$ cat src/rtl/tlrp_rot.sv
// rotation matrix builder: quaternion products on one shared multiplier
module tlrp_rot (
  input  logic                    clk_i,
  input  logic                    rst_ni,
  input  logic                    start_i,
  input  logic signed [31:0]      qx_i,
  input  logic signed [31:0]      qy_i,
  input  logic signed [31:0]      qz_i,
  input  logic signed [31:0]      qw_i,
  output logic [8:0][32:0]        rot_o,
  output logic                    done_o
);

  localparam logic [3:0] LastProd = 4'd9;
  localparam logic signed [36:0] RLim = 37'sd2147483648;
  localparam logic signed [36:0] One37 = 37'sd1073741824;

  logic               busy_q;
  logic               done_q;
  logic [3:0]         cnt_q;
  logic signed [63:0] prod_q;
  logic signed [63:0] prod_d;
  logic signed [31:0] op_a, op_b;
  logic signed [33:0] pr_q [9];

  function automatic logic [32:0] sat_rot(input logic signed [36:0] v);
    logic signed [36:0] r;
    r = v;
    if (v > RLim) r = RLim;
    else if (v < -RLim) r = -RLim;
    return r[32:0];
  endfunction

  // product order: xx yy zz xy xz yz wx wy wz
  always_comb begin
    op_a = qx_i;
    op_b = qx_i;
    case (cnt_q)
      4'd0: begin op_a = qx_i; op_b = qx_i; end
      4'd1: begin op_a = qy_i; op_b = qy_i; end
      4'd2: begin op_a = qz_i; op_b = qz_i; end
      4'd3: begin op_a = qx_i; op_b = qy_i; end
      4'd4: begin op_a = qx_i; op_b = qz_i; end
      4'd5: begin op_a = qy_i; op_b = qz_i; end
      4'd6: begin op_a = qw_i; op_b = qx_i; end
      4'd7: begin op_a = qw_i; op_b = qy_i; end
      4'd8: begin op_a = qw_i; op_b = qz_i; end
      default: begin op_a = qx_i; op_b = qx_i; end
    endcase
    prod_d = 64'(op_a) * 64'(op_b);
  end

  always_ff @(posedge clk_i or negedge rst_ni) begin
    if (!rst_ni) begin
      busy_q <= 1'b0;
      done_q <= 1'b0;
      cnt_q  <= '0;
    end else begin
      done_q <= 1'b0;
      if (start_i) begin
        busy_q <= 1'b1;
        cnt_q  <= '0;
      end else if (busy_q) begin
        cnt_q <= cnt_q + 4'd1;
        if (cnt_q == LastProd) begin
          busy_q <= 1'b0;
          done_q <= 1'b1;
        end
      end
    end
  end

  always_ff @(posedge clk_i) begin
    if (busy_q) begin
      prod_q <= prod_d;
      if (cnt_q != 4'd0) pr_q[cnt_q - 4'd1] <= prod_q[63:30];
    end
  end

  always_comb begin
    logic signed [36:0] xx, yy, zz, xy, xz, yz, wx, wy, wz;
    xx = 37'(pr_q[0]);
    yy = 37'(pr_q[1]);
    zz = 37'(pr_q[2]);
    xy = 37'(pr_q[3]);
    xz = 37'(pr_q[4]);
    yz = 37'(pr_q[5]);
    wx = 37'(pr_q[6]);
    wy = 37'(pr_q[7]);
    wz = 37'(pr_q[8]);
    rot_o[0] = sat_rot(One37 - 2 * (yy + zz));
    rot_o[1] = sat_rot(2 * (xy - wz));
    rot_o[2] = sat_rot(2 * (xz + wy));
    rot_o[3] = sat_rot(2 * (xy + wz));
    rot_o[4] = sat_rot(One37 - 2 * (xx + zz));
    rot_o[5] = sat_rot(2 * (yz - wx));
    rot_o[6] = sat_rot(2 * (xz - wy));
    rot_o[7] = sat_rot(2 * (yz + wx));
    rot_o[8] = sat_rot(One37 - 2 * (xx + yy));
  end

  assign done_o = done_q;

endmodule

$ cat config.mk
export PLATFORM = sky130hd
export DESIGN_NAME = tlrp_rot
export DESIGN_NICKNAME = d
export VERILOG_FILES = /design/src/rtl/tlrp_rot.sv
export SDC_FILE = /design/constraint.sdc
export NUM_CORES = 2
export LEC_CHECK = 0
export ABC_AREA = 0
export BUFFER_PORTS_ARGS = -buffer_cell sky130_fd_sc_hd__buf_2
export CAP_MARGIN = 25
export CORE_ASPECT_RATIO = 1.75
export CORE_UTILIZATION = 60
export CTS_CLUSTER_SIZE = 14
export DETAILED_ROUTE_END_ITERATION = 12
export PLACE_DENSITY_LB_ADDON = 0.25
export SLEW_MARGIN = 20
export SYNTH_ARGS = -nofsm -noshare
export SYNTH_HDL_FRONTEND = slang
export SYNTH_SLANG_ARGS = --single-unit
$ cat constraint.sdc
create_clock -name clk_i -period 25.6 [get_ports clk_i]
set_input_delay 1.28 -clock clk_i [delete_from_list [all_inputs] [get_ports clk_i]]
set_output_delay 1.28 -clock clk_i [all_outputs]
set_load 0.01 [all_outputs]
==> impl_metrics.tcl <==
set metrics [dict create \
    wl_um 266000 \
    path_class "reg2reg" \
    min_period_over_period_pct 50.2 \
    finish.utilization_pct 64.6 \
    final_cell_count_no_fill 9713 \
    grt_max_degree 61 \
    max_slew_margin_pct 20.3 \
    grt_antenna_before_repair 28 \
    dieHeight_um 453 \
    period_minus_slack_ps 12840 \
    htree_levels 1 \
    worstPathMaxFanout 57 \
    crit_path_end_kind "flip-flop" \
    drc 0 \
    rows 165 \
    hold_violations 0 \
    worst_clock_skew_ps 30.9 \
    dieArea_um2 118000 \
    syn-cell-area_um2 69800 \
    cts-buffers-inserted 31 \
    root_buffer "clkbuf_16" \
    min_path_type "in2async" \
    cts_buffer_depth 3 \
    grt_pass1_wl_um 389000 \
    syn-instance-count 7982 \
    nFillCells 9753 \
    max_stage_delay_ps 1190 \
    layout_commonest_cell "inv_1" \
    first_pass_iters 10 \
    insertion_delay_ps 650 \
    overflow 0 \
    synth_edf_count 340 \
    slew_viol_final 0 \
    multi_input_area_um2 53300 \
    cts_tree "done" \
    pin_count 429 \
    dp_slack_ps 13130 \
    area_growth_pct 6.81 \
    postRouteAntennaNets 0 \
    worstPathRequired_ps 25960 \
    yosys_warnings 0 \
    dpl.cell_count 9636 \
    port_buffers 419 \
    synth_top_area_share_pct 31.3 \
    fmax_mhz 77.9 \
    nets 9890 \
    ys_ff_latch 346 \
    clkSlewWorstSetupHoldPaths_ps 90 \
    routabilityCongestion 1.12 \
    final_cell_mix "1293 x inv_1, 1090 x fa_1, 936 x nor2_1" \
    drive_gt1_share_pct 9.78 \
    core_area_um2 115000 \
    cts_sinks 346 \
    first_global_vias 64400 \
    synth_top_area_cell "fa_1" \
    cts_resized 0 \
    postCtsSetupBuffers 0 \
    cts_hold_buf 0 \
    rsz0062_at_grt "no" \
    worst_slack_ps 12760 \
    arrival_ps 13200 \
    viasPerCell 6.41 \
    synth_area_leaders "fa_1 31%, edfxtp_1 15%, ha_1 8.9%" \
    initial_core_util_pct 60.4 \
    routed-via-count 62200 \
    regArea_um2 10400 \
    final.setup.tns_ps 0 \
    cap_violations 0 \
    wire_per_inst_um 27.4 \
    worst_pin_slew_ps 1180 \
    post-dp-hpwl_um 210000 \
    netlist-cell-type-count 110 \
    yosysSeqAreaShare_pct 14.9 \
    status "finished, final reports clean" \
    start_kind "flip-flop" \
    synth_ff_type "edfxtp_1" \
    async_flop_share_pct 1.73 \
    track_usage_pct 45.5 \
    dr.first_iter.drc_count 5553 \
    avgSynthCellArea_um2 8.74 \
    worst_path_max_delay_cell "fa_1" \
    setup_viol 0 \
    die_w_um 260 \
]
==> layout make-up <==
class	instances	area share (%)
flip-flops and latches	346	13.9
clock buffers	43	1.16
clock inverters	11	0.118
well taps	1503	2.52
multi-input cells	5956	71.6
repair buffers	540	4.14
inverters	1296	6.53
diodes	18	0.0605
==> Yosys cell counts, drive strengths merged (15+ instances only) <==
| cell | count |
|---|---|
| a222oi | 30 |
| nor3b | 15 |
| clkbuf | 347 |
| a311oi | 15 |
| a211o | 17 |
| o31a | 18 |
| buf | 45 |
| nand2b | 67 |
| nor3 | 152 |
| nand4 | 67 |
| xor2 | 85 |
| a221o | 36 |
| a2111oi | 16 |
| and2 | 109 |
| a21boi | 47 |
| and3 | 60 |
| o31ai | 32 |
| nand3b | 18 |
| inv | 1295 |
| edfxtp | 340 |
| or2 | 68 |
| fa | 1090 |
| o21ai | 210 |
| o2111ai | 16 |
| nor2b | 85 |
| o311ai | 16 |
| a221oi | 42 |
| mux2i | 22 |
| nor4 | 65 |
| o211ai | 44 |
| nand3 | 113 |
| a211oi | 72 |
| a31oi | 40 |
| ha | 498 |
| o21a | 68 |
| o21bai | 56 |
| or3 | 48 |
| xnor2 | 261 |
| nand2 | 736 |
| or4 | 19 |
| a21o | 82 |
| and4 | 17 |
| nor2 | 984 |
| a21oi | 334 |
==> per-stage QoR <==
step                      hold WS, ps  area, um2
after detailed placement          676      73400
after floorplan                   545      69800
final                             481      74500
after global routing              482      74500
after global placement            634      73400
after CTS                         477      74400
==> flip-flops by register name (all words and copies together), names as in the netlist <==
register / cells
busy_q: 1
pr_q: 306
done_o: 1
prod_q: 34
cnt_q: 4
==> cell families (layout without fill, tap and decap cells) <==
group                    after synthesis  in the layout  synth area share, %
AND/OR/NAND/NOR                     2662           2662                 17.8
buffers and inverters               1688           1890                 9.22
adder cells (fa/ha/maj)             1588           1588                 40.2
AO/OA/AOI/OAI                       1324           1324                 13.2
XOR/XNOR                             346            346                 4.36
flip-flops                           346            346                 14.9
multiplexers                          27             27                0.396
other                                  1             27              0.00538
==> layer usage <==
layer | vias up | routed length, um | GRT usage, %
met2 | 3778 | 126000 | 75.9
li1 | 26500 | - | -
met3 | 1529 | 25000 | 12.2
met1 | 30400 | 80200 | 43.5
met5 | - | 125 | 0
met4 | 20 | 34200 | 48.1
==> path summary, 6_finish.rpt <==
check	start	endpoint	slack, ps	cells after the start
min reg2reg	cnt_q[0]$_DFFE_PN0P_	cnt_q[0]$_DFFE_PN0P_	690	2
max in group asynchronous	rst_ni	busy_q$_DFF_PN0_	24890	1
max reg2reg	cnt_q[0]$_DFFE_PN0P_	prod_q[63]$_DFFE_PP_	12760	39
max	cnt_q[0]$_DFFE_PN0P_	prod_q[63]$_DFFE_PP_	12760	39
min	rst_ni	cnt_q[0]$_DFFE_PN0P_	480	1
min in group clk_i	cnt_q[0]$_DFFE_PN0P_	cnt_q[0]$_DFFE_PN0P_	690	2
==> critical path: cells and delay by family, from the launching register on <==
family | cells | cell delay, ps
adder cells (fa/ha/maj) | 10 | 5400
AO/OA/AOI/OAI | 12 | 3730
buffers and inverters | 11 | 1900
AND/OR/NAND/NOR | 5 | 810
flip-flops | 1 | 470
XOR/XNOR | 1 | 150
Power is not shown: default switching activity piles up to over one toggle a cycle in this logic, so the estimate is an artifact.
